$ cat src/bac_pkg.sv
// shared types and constants for the barometric altitude unit
`default_nettype none

package bac_pkg;

   // datapath word and field widths
   localparam int unsigned WORD_W = 64;
   localparam int unsigned DIV_NUM_W = 2 * WORD_W;
   localparam int unsigned ALT_W = 19;
   localparam int unsigned PRES_W = 19;
   localparam int unsigned OFS_W = 17;
   localparam int unsigned KIND_W = 2;
   localparam int unsigned CNT_W = 7;
   localparam int unsigned K_W = 5;
   localparam int unsigned TDATA_W = 40;
   localparam int unsigned TUSER_W = 2;

   // item kinds
   localparam logic [KIND_W-1:0] KIND_SAMPLE = 2'd0;
   localparam logic [KIND_W-1:0] KIND_CALIBRATE = 2'd1;
   localparam logic [KIND_W-1:0] KIND_SET_REF = 2'd2;

   // ranges and fixed numbers of the altitude formula
   localparam logic signed [ALT_W-1:0] ALT_MIN = -19'sd131072;
   localparam logic signed [ALT_W-1:0] ALT_MAX = 19'sd262143;
   localparam logic [PRES_W-1:0] P_MAX = 19'd524287;
   localparam logic [PRES_W-1:0] REF_RESET = 19'd405300;
   localparam logic [WORD_W-1:0] CAL_DIVISOR = 64'd70929232;
   localparam logic [K_W-1:0] SERIES_TERMS = 5'd24;
   localparam logic [CNT_W-1:0] SHIFT_CAP_POS = 7'd20;
   localparam logic [CNT_W-1:0] SHIFT_CAP_NEG = 7'd64;

   // sequencer states
   typedef enum logic [4:0] {
      ST_IDLE,
      ST_DECIDE,
      ST_ALT_START,
      ST_ALT_LOG2,
      ST_ALT_SMUL,
      ST_ALT_SMUL_W,
      ST_ALT_H,
      ST_ALT_H_W,
      ST_CAL_DIV,
      ST_CAL_DIV_W,
      ST_CAL_SMUL,
      ST_CAL_SMUL_W,
      ST_CAL_P0,
      ST_CAL_P0_W,
      ST_LOG_NORM,
      ST_LOG_SQ,
      ST_LOG_SQ_W,
      ST_EXP_Y,
      ST_EXP_Y_W,
      ST_EXP_T,
      ST_EXP_T_W,
      ST_EXP_K_W,
      ST_EXP_SH,
      ST_RESULT
   } state_type;

endpackage

`default_nettype wire

$ cat src/bac_div.sv
// restoring divider, one quotient bit per cycle, 128-bit dividend over 64-bit divisor
`default_nettype none

module bac_div (
   input  wire                           clock,
   input  wire                           reset,
   input  wire                           start_i,
   input  wire [bac_pkg::DIV_NUM_W-1:0]  num_i,
   input  wire [bac_pkg::WORD_W-1:0]     den_i,
   output logic                          done_o,
   output logic [bac_pkg::WORD_W-1:0]    quo_o
);
   import bac_pkg::*;

   logic [WORD_W-1:0] rem_ff, rem_in;
   logic [WORD_W-1:0] quo_ff, quo_in;
   logic [WORD_W-1:0] den_ff, den_in;
   logic [CNT_W-1:0]  cnt_ff, cnt_in;
   logic              busy_ff, busy_in;
   logic              done_ff, done_in;
   logic [WORD_W:0]   trial;
   logic [WORD_W:0]   diff;
   logic              fits;

   // one subtract-and-compare step
   always_comb begin
      trial = {rem_ff, quo_ff[WORD_W-1]};
      diff = trial - {1'b0, den_ff};
      fits = (trial >= {1'b0, den_ff});
   end

   always_comb begin
      rem_in = rem_ff;
      quo_in = quo_ff;
      den_in = den_ff;
      cnt_in = cnt_ff;
      busy_in = busy_ff;
      done_in = 1'b0;
      if (start_i) begin
         rem_in = num_i[DIV_NUM_W-1:WORD_W];
         quo_in = num_i[WORD_W-1:0];
         den_in = den_i;
         cnt_in = '0;
         busy_in = 1'b1;
      end else if (busy_ff) begin
         rem_in = fits ? diff[WORD_W-1:0] : trial[WORD_W-1:0];
         quo_in = {quo_ff[WORD_W-2:0], fits};
         cnt_in = cnt_ff + 7'd1;
         if (cnt_ff == CNT_W'(WORD_W - 1)) begin
            busy_in = 1'b0;
            done_in = 1'b1;
         end
      end
   end

   always_ff @(posedge clock) begin
      if (reset) begin
         busy_ff <= 1'b0;
         done_ff <= 1'b0;
         cnt_ff <= '0;
      end else begin
         busy_ff <= busy_in;
         done_ff <= done_in;
         cnt_ff <= cnt_in;
      end
      rem_ff <= rem_in;
      quo_ff <= quo_in;
      den_ff <= den_in;
   end

   assign done_o = done_ff;
   assign quo_o = quo_ff;

endmodule

`default_nettype wire

$ cat config.mk
export PLATFORM = sky130hd
export DESIGN_NAME = bac_div
export DESIGN_NICKNAME = d
export VERILOG_FILES = /design/src/bac_pkg.sv /design/src/bac_div.sv
export SDC_FILE = /design/constraint.sdc
export NUM_CORES = 1
export LEC_CHECK = 0
export BUFFER_PORTS_ARGS = -buffer_cell sky130_fd_sc_hd__buf_4
export CORE_UTILIZATION = 41
export DETAILED_ROUTE_END_ITERATION = 16
export REMOVE_ABC_BUFFERS = 1
export SYNTH_ARGS = -nofsm -noshare
export SYNTH_HDL_FRONTEND = slang
export SYNTH_SLANG_ARGS = --single-unit
$ cat constraint.sdc
create_clock -name clock -period 4.8 [get_ports clock]
set_input_delay 0.72 -clock clock [delete_from_list [all_inputs] [get_ports clock]]
set_output_delay 0.72 -clock clock [all_outputs]
set_load 0.01 [all_outputs]
## Word-level counts from Yosys, hierarchy flattened

Cells that the tools add are included.

- Bits of input ports: 195
- Output and inout bits: 65
- Register bits after elaboration: 201

- Reduce and logical (&&, ||, !) cells: 3
- Eq/ne operators: 1
- Bitwise operators: 1
- Order comparisons: 1
- $add $sub $neg: 2
- Mux-type cells: 9

Operators with widths:

| operator | count |
|---|---|
| 64-bit 2-to-1 mux | 5 |
| 65-bit by 64-bit >= comparator with 1-bit output | 1 |
| 64-bit subtractor | 1 |
| 7-bit by 1-bit adder with 7-bit output (second input constant) | 1 |
| 7-bit by 6-bit equality test with 1-bit output (second input constant) | 1 |
| 1-bit 2-to-1 mux | 4 |
| 3-bit OR reduction | 1 |
| 2-bit nonzero test | 1 |
| 2-bit OR reduction | 1 |
| 1-bit NOT | 1 |

## Logic depth before layout (Yosys ltp)

- Depth in word-level cells: 4
- Gate-level depth with buffers: 15
- Mapped depth without buffers: 14

## Worst setup path before layout

No wires, ideal clock.

- Path kind: input-to-reg
- Start: input start_i
- End: register quo_ff[0] (netlist: quo_o[0]) (enable)
- Arrival time: 3139 ps
- Path slack: 1227 ps
- Setup time: 433 ps
- Cell stages on the path: 4
- Path through: clkbuf_1 -> clkbuf_1 -> clkbuf_1 -> or2_2

- Word-level cells in the longest chain between the ends: 1

RTL lines:

| element | line | text |
|---|---|---|
| start: declaration | bac_div.sv:7 | `input wire start_i,` |
| 2-bit nonzero test (no line) | n/a |  |
| end signal: assignment | bac_div.sv:67 | `quo_ff <= quo_in;` |
| end: declaration | bac_div.sv:16 | `logic [WORD_W-1:0] quo_ff, quo_in;` |

No other way between the ends.
A chain may end at the register's enable or synchronous reset.

## Worst setup path in the final report

- Start: register rem_ff[3]
- End: register rem_ff[58], data pin

- Word-level cells in the longest chain between the ends: 4
- Elaborated cells between the ends (all ways): 5
- Those cells by class: add/sub (1); order compare (1); mux (3)

RTL lines:

| element | line | text |
|---|---|---|
| start: declaration | bac_div.sv:15 | `logic [WORD_W-1:0] rem_ff, rem_in;` |
| start signal: assignment | bac_div.sv:66 | `rem_ff <= rem_in;` |
| 64-bit subtractor or 65-bit by 64-bit >= comparator with 1-bit output (tied branches) | bac_div.sv:28, bac_div.sv:29 |  |
| 64-bit 2-to-1 mux * | bac_div.sv:46 | `rem_in = fits ? diff[WORD_W-1:0] : trial[WORD_W-1:0];` |
| 64-bit 2-to-1 mux * | bac_div.sv:45 | `end else if (busy_ff) begin` |
| 64-bit 2-to-1 mux * | bac_div.sv:39 | `if (start_i) begin` |
| net rem_in[58] | bac_div.sv:15 |  |

Mark *: on every way through the listed nets, which the timed path passes. The rest lies on a longest branch. The select of a mux whose other input is x is not followed.

==> results.md <==
* 52.99 mm — wire length of the first global-routing pass
* 201 — sink count of the clock tree
* 10.26 um2 — mean instance size in the synthesized netlist
* 25 — clock buffer count from CTS
* 0 — Inserted Diodes
* 0.2117 — combined global-route utilization of all metal layers
* 0 — max-slew violation count
* 0 — DRT antenna net count
* 10.13k — total number of vias
* 117 — largest net degree at the start of global routing
* 192 — count of flip-flops with a built-in enable after synthesis
* 0.9830 ns — slew of the pin with the lowest slew margin
* 1,880 — final non-filler cell total
* 5 — router iterations before antenna repair
* 34.15 mm — detailed-route wire length
* 0.2884 — fraction of layout cells with a size suffix above 1
* 0 — remaining global-route overflow
* 0.54 ns — Clk Latency, worst-skew pair
* flop — kind of launch point of the worst setup path
* 201 — post-synthesis sequential element count
* 0 — Setup Viol. Count Final
* 31,650 um2 — Total Die Area
* 0.4687 — share of synthesized area occupied by flip-flops and latches
* 4.110 ns — minimum clock period after layout
* 326.0 uV — peak supply drop
* 1,729 — number of nets in the layout
* 0.06 ns — clock input transition at the sequential cells of the worst setup and hold paths
* 243.3 MHz — maximum clock rate
* 0 — post-CTS setup buffer count
* 0 — antenna violations before repair
* 259 — total of buffers placed on input and output ports
* 0 — # DRC
* 268 x sky130_fd_sc_hd__buf_4, 192 x sky130_fd_sc_hd__edfxtp_1, 112 x sky130_fd_sc_hd__a21oi_1 — most used cells in the layout excluding fill and tap cells
* 65 — crit-path max FO
* flop — Worst Setup End Kind
* 260 — Ports
* sky130_fd_sc_hd__edfxtp_1 — most used flip-flop cell after synthesis
* 0 — synth warn
* 0.5180 — final design utilization
* 24.59% — area growth from synthesis to layout
* 18.16 um — Routed wire per std cell
* 0 — PostCTS Resize Cnt
* 1,837 — # placed instances
* 0.9413 — final weighted congestion in routability-driven placement
* built — TritonCTS clock tree
* 4.36 ns — data arrival time of the worst path
* false — unrepaired setup endpoints after global routing
* 0 — Synth async-reset ratio
* 177.9 um — width of the die
* 26.02 mm — DPL Wire Length
* 64 — num rows
* 6.615 nW — static leakage
* 0.4158 — Initial Util
* 0.3440 ns — hold_ws
* input port to flop — Min-Delay Path Class
* sky130_fd_sc_hd__clkbuf_16 — CTS root buffer
* 0 — count of max-cap constraint violations
* 0.3447 — worst rel slew slack
* 5.05 ns — Data required, critical path
* 12,690 um2 — combined area of all synthesized cells
* 177.9 um — die height
* 30,510 um2 — core area
* flop to flop — critical path type
* 68 — Distinct cells, synth
* 0.8563 — final worst-path cycle share
* 1,237 — synthesized instance count
* 0 — hold bufs inserted after CTS
* 620 — starting DRC count in detailed routing
* sky130_fd_sc_hd__buf_4 — most common cell after layout, fill and taps aside
* 3 — Max clock buf depth
* 5.386 — drt via density
* 0 — hold violation total from the final report
* 7.808 mW — overall power after layout
* 0.01077 ns — maximum clock skew at final layout
* 1 — htree depth
* 10.21k — number of global-route vias before repair
* completed — outcome
* 494.0 nW/um2 — Power per Cell Area
synth_stat cells (all sizes together), types with 4 or more instances:
library cell | instances | area (um2)
nor2 | 62 | 232.7
xor2 | 25 | 219.0
o21ai | 86 | 430.4
edfxtp | 192 | 5766
ha | 65 | 813.3
a21oi | 112 | 560.5
or3 | 5 | 31.28
mux2i | 6 | 60.06
a2111oi | 4 | 53.81
o21a | 10 | 75.07
dfxtp | 9 | 180.2
o211ai | 5 | 37.54
a211oi | 18 | 135.1
mux2 | 104 | 1171
a31o | 4 | 35.03
o21bai | 11 | 82.58
a21boi | 4 | 30.03
and4 | 4 | 35.03
nand4 | 29 | 181.4
clkbuf | 51 | 193.9
inv | 102 | 382.9
a31oi | 7 | 43.79
and3b | 5 | 43.79
xnor2 | 31 | 271.5
nor3 | 21 | 110.1
nand2b | 5 | 31.28
nand2 | 105 | 396.6
nor4 | 13 | 81.33
buf | 16 | 81.32
nor2b | 9 | 56.30
and3 | 8 | 55.05
a21o | 37 | 277.8
o31ai | 6 | 45.04
or2 | 7 | 43.79
nand3 | 21 | 105.1
per-stage QoR:
step / setup WS, ns / setup TNS (ns) / cell area (um2)
after floorplan: -1.244 / -71.36 / 12410
after detailed placement: 0.7156 / 0 / 14980
after global placement: 0.7590 / 0 / 14980
after global routing: 0.4160 / 0 / 15810
final: 0.6897 / 0 / 15810
after CTS: 0.6961 / 0 / 15810
critical path: stages, from the launching register on:
cell and delay (ns):
sky130_fd_sc_hd__edfxtp_1 0.39, sky130_fd_sc_hd__ha_1 0.39, sky130_fd_sc_hd__nand3_1 0.14, sky130_fd_sc_hd__o21bai_1 0.22
sky130_fd_sc_hd__a311oi_1 0.51, sky130_fd_sc_hd__o21ai_0 0.26, sky130_fd_sc_hd__a211o_1 0.41, sky130_fd_sc_hd__a2111oi_4 0.39
sky130_fd_sc_hd__nor3_4 0.18, sky130_fd_sc_hd__buf_12 0.23, sky130_fd_sc_hd__or2_2 0.38, sky130_fd_sc_hd__o22ai_1 0.21
sky130_fd_sc_hd__a21oi_1 0.06
power by group:
group / leakage (nW) / internal, mW / switching [mW]
logic: 4.22 / 1.46 / 1.96
clock network: 0.406 / 1.16 / 0.747
registers: 1.99 / 2.32 / 0.161
total: 6.62 / 4.94 / 2.87
layer usage:
metal / GRT usage / vias to the layer above / wire length, um
met5: 0 / - / 0
met4: 0.06125 / 0 / 920
met3: 0.06255 / 54 / 2841
met2: 0.3500 / 347 / 15860
met1: 0.2657 / 4701 / 14530
li1: - / 5023 / -
area by class of cell:
type                            count  area (um2)
Clock buffer                       37       730.7
Clock inverter                      6       93.84
Fill cell                        2805       14700
Inverter                          102       382.9
Multi-Input combinational cell    867        6091
Sequential cell                   201        5946
Tap cell                          396       495.5
Timing Repair Buffer              271        2066
flip-flops by register name (all words and copies together) (netlist names):
name	cells
cnt_ff	7
den_ff	64
done_o	1
rem_ff	64
quo_o	64
busy_ff	1
final timing paths:
path / slack [ns] / from / to / depth (start not counted)
worst max-delay path: 0.69 / rem_ff[3]$_DFFE_PP_ / rem_ff[58]$_DFFE_PP_ / 12
worst min-delay path: 0.34 / reset / busy_ff$_SDFF_PP0_ / 2
worst max register to register: 0.69 / rem_ff[3]$_DFFE_PP_ / rem_ff[58]$_DFFE_PP_ / 12
worst min register to register: 0.48 / cnt_ff[6]$_SDFFE_PP0P_ / cnt_ff[6]$_SDFFE_PP0P_ / 2
cell families (layout without fill, tap and decap cells):
group | count (synthesis) | after routing | synth area share
compound gates | 329 | 329 | 0.1597
fa+ha+maj | 66 | 66 | 0.06569
simple gates | 306 | 306 | 0.1184
flops | 201 | 201 | 0.4687
buf+inv | 169 | 416 | 0.05188
xor+xnor | 56 | 56 | 0.03866
mux | 110 | 110 | 0.09705
No activity file was read; power rests on OpenSTA's default activity.
