[src/bac_pkg.sv]
// shared types and constants for the barometric altitude unit
`default_nettype none

package bac_pkg;

   // datapath word and field widths
   localparam int unsigned WORD_W = 64;
   localparam int unsigned DIV_NUM_W = 2 * WORD_W;
   localparam int unsigned ALT_W = 19;
   localparam int unsigned PRES_W = 19;
   localparam int unsigned OFS_W = 17;
   localparam int unsigned KIND_W = 2;
   localparam int unsigned CNT_W = 7;
   localparam int unsigned K_W = 5;
   localparam int unsigned TDATA_W = 40;
   localparam int unsigned TUSER_W = 2;

   // item kinds
   localparam logic [KIND_W-1:0] KIND_SAMPLE = 2'd0;
   localparam logic [KIND_W-1:0] KIND_CALIBRATE = 2'd1;
   localparam logic [KIND_W-1:0] KIND_SET_REF = 2'd2;

   // ranges and fixed numbers of the altitude formula
   localparam logic signed [ALT_W-1:0] ALT_MIN = -19'sd131072;
   localparam logic signed [ALT_W-1:0] ALT_MAX = 19'sd262143;
   localparam logic [PRES_W-1:0] P_MAX = 19'd524287;
   localparam logic [PRES_W-1:0] REF_RESET = 19'd405300;
   localparam logic [WORD_W-1:0] CAL_DIVISOR = 64'd70929232;
   localparam logic [K_W-1:0] SERIES_TERMS = 5'd24;
   localparam logic [CNT_W-1:0] SHIFT_CAP_POS = 7'd20;
   localparam logic [CNT_W-1:0] SHIFT_CAP_NEG = 7'd64;

   // sequencer states
   typedef enum logic [4:0] {
      ST_IDLE,
      ST_DECIDE,
      ST_ALT_START,
      ST_ALT_LOG2,
      ST_ALT_SMUL,
      ST_ALT_SMUL_W,
      ST_ALT_H,
      ST_ALT_H_W,
      ST_CAL_DIV,
      ST_CAL_DIV_W,
      ST_CAL_SMUL,
      ST_CAL_SMUL_W,
      ST_CAL_P0,
      ST_CAL_P0_W,
      ST_LOG_NORM,
      ST_LOG_SQ,
      ST_LOG_SQ_W,
      ST_EXP_Y,
      ST_EXP_Y_W,
      ST_EXP_T,
      ST_EXP_T_W,
      ST_EXP_K_W,
      ST_EXP_SH,
      ST_RESULT
   } state_type;

endpackage

`default_nettype wire

[src/bac_mul.sv]
// iterative fixed-point multiplier: (a * b) >> FRAC_BITS from four 32x32 partial products
`default_nettype none

module bac_mul #(
   parameter int unsigned FRAC_BITS = 30
) (
   input  wire                        clock,
   input  wire                        reset,
   input  wire                        start_i,
   input  wire [bac_pkg::WORD_W-1:0]  a_i,
   input  wire [bac_pkg::WORD_W-1:0]  b_i,
   output logic                       done_o,
   output logic [bac_pkg::WORD_W-1:0] res_o
);
   import bac_pkg::*;

   localparam int unsigned HALF = WORD_W / 2;
   localparam int unsigned ACC_W = 2 * WORD_W;

   logic [WORD_W-1:0] a_ff, a_in, b_ff, b_in;
   logic [WORD_W-1:0] prod_ff, prod_in;
   logic [ACC_W-1:0]  acc_ff, acc_in;
   logic [2:0]        step_ff, step_in;
   logic              busy_ff, busy_in;
   logic              done_ff, done_in;
   logic [HALF-1:0]   pa, pb;
   logic [ACC_W-1:0]  addend;

   // half selection for the current partial product
   always_comb begin
      case (step_ff)
         3'd0: begin
            pa = a_ff[HALF-1:0];
            pb = b_ff[HALF-1:0];
         end
         3'd1: begin
            pa = a_ff[HALF-1:0];
            pb = b_ff[WORD_W-1:HALF];
         end
         3'd2: begin
            pa = a_ff[WORD_W-1:HALF];
            pb = b_ff[HALF-1:0];
         end
         3'd3: begin
            pa = a_ff[WORD_W-1:HALF];
            pb = b_ff[WORD_W-1:HALF];
         end
         default: begin
            pa = '0;
            pb = '0;
         end
      endcase
   end

   // previous partial product aligned to its weight
   always_comb begin
      case (step_ff)
         3'd1:    addend = ACC_W'(prod_ff);
         3'd2:    addend = ACC_W'(prod_ff) << HALF;
         3'd3:    addend = ACC_W'(prod_ff) << HALF;
         3'd4:    addend = ACC_W'(prod_ff) << WORD_W;
         default: addend = '0;
      endcase
   end

   // step control and accumulation
   always_comb begin
      a_in = a_ff;
      b_in = b_ff;
      prod_in = prod_ff;
      acc_in = acc_ff;
      step_in = step_ff;
      busy_in = busy_ff;
      done_in = 1'b0;
      if (start_i) begin
         a_in = a_i;
         b_in = b_i;
         acc_in = '0;
         step_in = '0;
         busy_in = 1'b1;
      end else if (busy_ff) begin
         prod_in = WORD_W'(pa) * WORD_W'(pb);
         acc_in = acc_ff + addend;
         step_in = step_ff + 3'd1;
         if (step_ff == 3'd4) begin
            busy_in = 1'b0;
            done_in = 1'b1;
         end
      end
   end

   always_ff @(posedge clock) begin
      if (reset) begin
         busy_ff <= 1'b0;
         done_ff <= 1'b0;
         step_ff <= '0;
      end else begin
         busy_ff <= busy_in;
         done_ff <= done_in;
         step_ff <= step_in;
      end
      a_ff <= a_in;
      b_ff <= b_in;
      prod_ff <= prod_in;
      acc_ff <= acc_in;
   end

   assign done_o = done_ff;
   assign res_o = acc_ff[FRAC_BITS+WORD_W-1:FRAC_BITS];

endmodule

`default_nettype wire

[config.mk]
export PLATFORM = sky130hd
export DESIGN_NAME = bac_mul
export DESIGN_NICKNAME = d
export VERILOG_FILES = /design/src/bac_pkg.sv /design/src/bac_mul.sv
export SDC_FILE = /design/constraint.sdc
export NUM_CORES = 2
export LEC_CHECK = 0
export BUFFER_PORTS_ARGS = -buffer_cell sky130_fd_sc_hd__buf_4
export CELL_PAD_IN_SITES_DETAIL_PLACEMENT = 1
export CELL_PAD_IN_SITES_GLOBAL_PLACEMENT = 2
export CORE_MARGIN = 2
export CORE_UTILIZATION = 45
export DETAILED_ROUTE_END_ITERATION = 6
export MAX_ROUTING_LAYER = met4
export PLACE_DENSITY_LB_ADDON = 0.05
export SETUP_SLACK_MARGIN = 0.1
export SYNTH_ARGS = -nofsm -noshare
export SYNTH_HDL_FRONTEND = slang
export SYNTH_SLANG_ARGS = --single-unit
[constraint.sdc]
create_clock -name clock -period 27 [get_ports clock]
set_input_delay 1.35 -clock clock [delete_from_list [all_inputs] [get_ports clock]]
set_output_delay 1.35 -clock clock [all_outputs]
set_load 0.01 [all_outputs]
==> Word-level counts from Yosys, hierarchy flattened <==
Cells that the tools add are included.
{ "totals": {"regBits": 325, "in_bits": 131, "out_inout_bits": 65, "elab_cells": 31} }
{ "op_classes": {"addsub": 2, "multipliers": 1, "eq_ne": 4, "muxes": 7, "n_bitwise": 2, "reduce_logical": 8} }
{ "ops": {"columns": ["operator", "count"], "rows": [
  ["$pmux W128 S3", 1],
  ["$add A128 B128 Y128", 1],
  ["$pmux W32 S2", 2],
  ["$mul A32 B32 Y64", 1],
  ["$reduce_or A2 Y1", 5],
  ["$eq A3 B2 Y1 const B", 2],
  ["$mux W1", 4],
  ["$add A3 B1 Y3 const B", 1],
  ["$eq A3 B1 Y1 const B", 1],
  ["$eq A3 B3 Y1 const B", 1],
  ["$logic_not A3 Y1", 1],
  ["$reduce_or A3 Y1", 1],
  ["$not A1 Y1", 2],
  ["$reduce_and A2 Y1", 1]
]} }

==> Logic depth before layout (Yosys ltp) <==
{ "logic_depth": {"ltp_word": 4, "mapped_depth": 35} }

==> Least setup slack after synthesis <==
No wires, ideal clock.
{ "synth_path": {"path_type": "flip-flop to flip-flop", "startpoint": "register step_ff[2]", "endpoint": "register prod_ff[61] (data pin)", "setup_time_ns": 0.262, "arrival_time_ns": 8.661, "required_ns": 26.738, "slack_ns": 18.077, "path_stages_with_launch": 34, "path_cell_list": "dfxtp_1 -> clkbuf_1 -> inv_1 -> ha_1 -> or2_2 -> clkbuf_1 -> clkbuf_1 -> a22oi_1 -> clkbuf_1 -> nor2_1 -> fa_1 -> fa_1 -> inv_1 -> fa_1 -> fa_1 -> inv_1 -> fa_1 -> fa_1 -> inv_1 -> fa_1 -> fa_1 -> inv_1 -> ha_1 -> buf_2 -> a21oi_1 -> o21ai_0 -> or4b_1 -> a21oi_1 -> o31ai_2 -> a31oi_1 -> o21ai_1 -> o41ai_1 -> o21ai_1 -> xor2_1"} }
{ "synth_via": {"elab_chain_len": 4, "word_cells_on_any_way": 11, "classes_between": "mul: 1; eq/ne: 3; mux: 2; reduce/logical: 5"} }
{ "synth_lines": {"columns": ["element", "line_no", "rtl"], "rows": [
  ["start, declared", "bac_mul.sv:23", "logic [2:0] step_ff, step_in;"],
  ["start signal, assigned", "bac_mul.sv:100", "step_ff <= step_in;"],
  ["$eq A3 B2 Y1, or another cell as far along", "bac_mul.sv:31", "case (step_ff)"],
  ["$reduce_or A2 Y1 (no line)", null, null],
  ["$pmux W32 S2", "bac_mul.sv:31", null],
  ["$mul A32 B32 Y64 *", "bac_mul.sv:82", "prod_in = WORD_W'(pa) * WORD_W'(pb);"],
  ["end signal, assigned", "bac_mul.sv:104", "prod_ff <= prod_in;"],
  ["end, declared", "bac_mul.sv:21", "logic [WORD_W-1:0] prod_ff, prod_in;"]
]} }
Mark *: on every way between the ends. The rest lies on a longest branch, timed or not.
A chain may end at the register's enable or synchronous reset.

==> Worst setup path after layout <==
{ "layout_path": {"startpoint": "register step_ff[1]", "endpoint": "register prod_ff[62] (data pin)"} }
The elaborated chain is that of the path after synthesis.

==> impl_metrics.xml <==
<?xml version="1.0" encoding="UTF-8"?>
<metrics>
  <group name="status">
    <metric name="outcome" unit="">finished, final reports clean</metric>
  </group>
  <group name="floorplanning">
    <metric name="rows" unit="">121</metric>
    <metric name="core_area" unit="um^2">108900</metric>
    <metric name="die_area" unit="um^2">112400</metric>
    <metric name="io-pin-count" unit="">196</metric>
    <metric name="chipHeight" unit="um">335.3</metric>
    <metric name="floorplan.initialDensity" unit="">0.4537</metric>
    <metric name="floorplan.die.width" unit="um">335.3</metric>
  </group>
  <group name="worst_setup_path">
    <metric name="crit_path_max_fanout" unit="">65</metric>
    <metric name="worst-r2r-setup-slack" unit="ns">15.82</metric>
    <metric name="worstPathArrival" unit="ns">11.54</metric>
    <metric name="setup.worst_path.start_class" unit="">flip-flop</metric>
    <metric name="crit-reg2reg-launch" unit="">step_ff[1]$_SDFFE_PP0P_</metric>
    <metric name="ff2ff_path_depth" unit="">32</metric>
    <metric name="critPathSlowestCell" unit="">a22oi_2</metric>
    <metric name="path_delay_family" unit="">adder cells</metric>
    <metric name="timing.critical_path.required" unit="ns">27.36</metric>
    <metric name="cp_num_buf_inv" unit="">8</metric>
    <metric name="critical_path.reg2reg.endpoint" unit="">prod_ff[62]$_DFFE_PP_</metric>
    <metric name="max_stage_delay" unit="ns">1.13</metric>
    <metric name="critical_path.endpoint_type" unit="">flip-flop</metric>
    <metric name="timing.setup.critical_path_class" unit="">flip-flop to flip-flop</metric>
    <metric name="cpMostUsedCell" unit="">fa_1</metric>
  </group>
  <group name="sta">
    <metric name="finalHoldViolations" unit="">0</metric>
    <metric name="worstMarginPinSlew" unit="ns">1.359</metric>
    <metric name="fin_setup_tns" unit="ns">0</metric>
    <metric name="report.final.setup_viol" unit="">0</metric>
    <metric name="timing_max_transition_violations_final" unit="">0</metric>
    <metric name="rsz0062_at_grt" unit="">false</metric>
    <metric name="relSlewSlack" unit="">0.09397</metric>
    <metric name="final_min_period_over_clock_period" unit="">0.4141</metric>
    <metric name="skew" unit="ns">0.05342</metric>
    <metric name="finalWorstPathRequiredPeriod" unit="ns">11.18</metric>
    <metric name="clock.fmax" unit="GHz">0.08943</metric>
    <metric name="setup_slack" unit="ns">15.82</metric>
  </group>
  <group name="layout">
    <metric name="syn_to_final_growth" unit="%">7.770</metric>
    <metric name="instances_no_fill" unit="">6882</metric>
    <metric name="post-route-cell-area" unit="um^2">53220</metric>
    <metric name="storage_element_area" unit="um^2">7751</metric>
    <metric name="fillers" unit="">12480</metric>
    <metric name="drive_gt1_frac" unit="">0.07865</metric>
    <metric name="multi_input_area" unit="um^2">36730</metric>
    <metric name="layout.nets" unit="">6827</metric>
  </group>
  <group name="detailed_routing">
    <metric name="detail_route.wl_per_cell" unit="um">27.60</metric>
    <metric name="via_per_inst" unit="">5.745</metric>
    <metric name="finalWirelength" unit="um">190000</metric>
    <metric name="drt_iter0_drc" unit="">2658</metric>
    <metric name="count_of_antenna_violating_nets_left_after_detailed_routing" unit="">0</metric>
    <metric name="vias" unit="">39540</metric>
    <metric name="drcViolationCount" unit="">0</metric>
    <metric name="drt_first_pass_iters" unit="">6</metric>
  </group>
  <group name="placement">
    <metric name="finalWeightedCongestion" unit="">0.9800</metric>
    <metric name="place_ws" unit="ns">15.88</metric>
    <metric name="place.port_buffers" unit="">195</metric>
    <metric name="post-dp-hpwl" unit="um">150700</metric>
    <metric name="dp.cells" unit="">6812</metric>
    <metric name="dpl-instance-area" unit="um^2">51940</metric>
  </group>
  <group name="grt">
    <metric name="antenna_found_initial" unit="">1</metric>
    <metric name="grt_remaining_overflow" unit="">0</metric>
    <metric name="grt_first_pass_wirelength" unit="um">280800</metric>
    <metric name="grt_start_max_net_pins" unit="">84</metric>
    <metric name="grt_overall_usage" unit="">0.3526</metric>
    <metric name="via_count_of_the_first_global_routing_pass" unit="">42820</metric>
  </group>
  <group name="clocking">
    <metric name="ctsResizeCount" unit="">0</metric>
    <metric name="insertion_delay_to_the_later_sink_of_the_worst_skew_pair" unit="ns">0.62</metric>
    <metric name="cts.sinks" unit="">291</metric>
    <metric name="cts_buffer_depth" unit="">3</metric>
    <metric name="cts_buffers" unit="">38</metric>
    <metric name="cts_root_buffer" unit="">clkbuf_16</metric>
    <metric name="clock_tree_from_tritoncts" unit="">done</metric>
    <metric name="cts-htree-levels" unit="">2</metric>
    <metric name="clkTransAtPathRegs" unit="ns">0.06</metric>
    <metric name="holdBufCountCts" unit="">0</metric>
    <metric name="post-cts-setup-buffers" unit="">0</metric>
  </group>
  <group name="logic_synthesis">
    <metric name="synth.top_cells.by_area" unit="">fa_1 (36%), edfxtp_1 (12%), ha_1 (9.1%), inv_1 (6.9%), nor2_1 (5.6%)</metric>
    <metric name="number_of_synthesized_flops_with_an_enable_pin" unit="">192</metric>
    <metric name="seq_area_frac_synth" unit="">0.1569</metric>
    <metric name="netlist_cell_types" unit="">90</metric>
    <metric name="post-synth-top-area-fraction" unit="">0.3636</metric>
    <metric name="ys_async_rst_share" unit="">0</metric>
    <metric name="synth-main-ff-cell" unit="">edfxtp_1</metric>
    <metric name="synth-warning-count" unit="">0</metric>
    <metric name="synthesis.area_per_instance" unit="um^2">9.048</metric>
    <metric name="synth_common_cells" unit="">inv_1 (904), fa_1 (897), nor2_1 (732), nand2_1 (632), ha_1 (361)</metric>
    <metric name="yosysMostFrequentCell" unit="">inv_1</metric>
    <metric name="postSynthCellCount" unit="">5458</metric>
    <metric name="postSynthNetCount" unit="">6847</metric>
    <metric name="syn_area" unit="um^2">49390</metric>
    <metric name="largest_area_contributor_in_the_netlist" unit="">fa_1</metric>
    <metric name="synthesized_flop_and_latch_total" unit="">291</metric>
  </group>
  <group name="min_path">
    <metric name="holdPathStages" unit="">2</metric>
    <metric name="hold_path_startpoint" unit="">acc_ff[75]$_SDFFE_PP0P_</metric>
    <metric name="worst_hold_path.endpoint" unit="">acc_ff[75]$_SDFFE_PP0P_</metric>
    <metric name="hp_class" unit="">flip-flop to flip-flop</metric>
  </group>
  <group name="flow_run">
    <metric name="max_cap_violations" unit="">0</metric>
  </group>
</metrics>
==> per-layer routing <==
layer / part of all wire / vias up / GRT usage
met5: 0 / - / -
li1: - / 17230 / -
met2: 0.45 / 1466 / 0.5488
met3: 0.069 / 478 / 0.06249
met1: 0.41 / 20370 / 0.4435
met4: 0.064 / 0 / 0.1771
==> area by class of cell <==
type | count | area share
clock buffer | 48 | 0.01916
timing repair buffer | 305 | 0.04309
tap | 1414 | 0.03324
antenna | 1 | 0.00004702
sequential | 291 | 0.1456
inverter | 905 | 0.06383
multi-input combinational | 3897 | 0.6900
clock inverter | 21 | 0.004984
==> worst register-to-register path, delay by kind of cell, from the launching register on <==
family                     cells  cell delay (ns)
AOI/OAI and AO/OA              7             3.27
xor gates and xnor gates       1             0.11
adders and majority gates     10             4.59
buffers and inverters          8             1.25
DFF                            1             0.38
and+or+nand+nor                6             1.34
==> cells in the final DEF (no fill, tap or decap), drive strengths merged, types with 49 or more instances in the layout <==
| cell | instances |
|---|---|
| o21ai | 136 |
| a21oi | 199 |
| inv | 906 |
| dfxtp | 99 |
| fa | 897 |
| nor2 | 733 |
| a22o | 126 |
| nand2 | 634 |
| ha | 361 |
| edfxtp | 192 |
| a21o | 84 |
| mux2i | 49 |
| xnor2 | 89 |
| buf | 305 |
| nand4 | 56 |
| a22oi | 66 |
==> metrics by stage <==
stage	utilization	hold slack [ns]
floorplan	-	0.4432
finish	0.4889	0.4818
detailed placement	0.4771	0.4779
CTS	0.4889	0.4862
global placement	0.4771	0.4683
global route	0.4889	0.5262
==> flip-flops by register name, indices dropped and copies added (netlist names) <==
name,flops
prod_ff,64
a_ff,64
b_ff,64
busy_ff,1
step_ff,3
acc_ff,94
done_o,1
==> worst max path at each step <==
stage	cells past startpoint	startpoint	endpoint	slack, ns
after global routing	32	step_ff[1]$_SDFFE_PP0P_	prod_ff[62]$_DFFE_PP_	15.33
after floorplan	33	step_ff[2]$_SDFFE_PP0P_	prod_ff[61]$_DFFE_PP_	18.08
final	32	step_ff[1]$_SDFFE_PP0P_	prod_ff[62]$_DFFE_PP_	15.82
after CTS	32	step_ff[1]$_SDFFE_PP0P_	prod_ff[62]$_DFFE_PP_	15.86
after detailed placement	32	step_ff[1]$_SDFFE_PP0P_	prod_ff[62]$_DFFE_PP_	15.88
after global placement	32	step_ff[1]$_SDFFE_PP0P_	prod_ff[62]$_DFFE_PP_	16.14
==> logic make-up after synthesis <==
family / share of synthesized area
AOI/OAI and AO/OA: 0.1132
DFF: 0.1569
muxes: 0.01016
xor gates and xnor gates: 0.02430
adders and majority gates: 0.4551
buffers and inverters: 0.1030
and+or+nand+nor: 0.1374
Power is left out: the tool's default activity adds up to more than one toggle a clock period on the data nets, which glitch-free logic cannot reach.
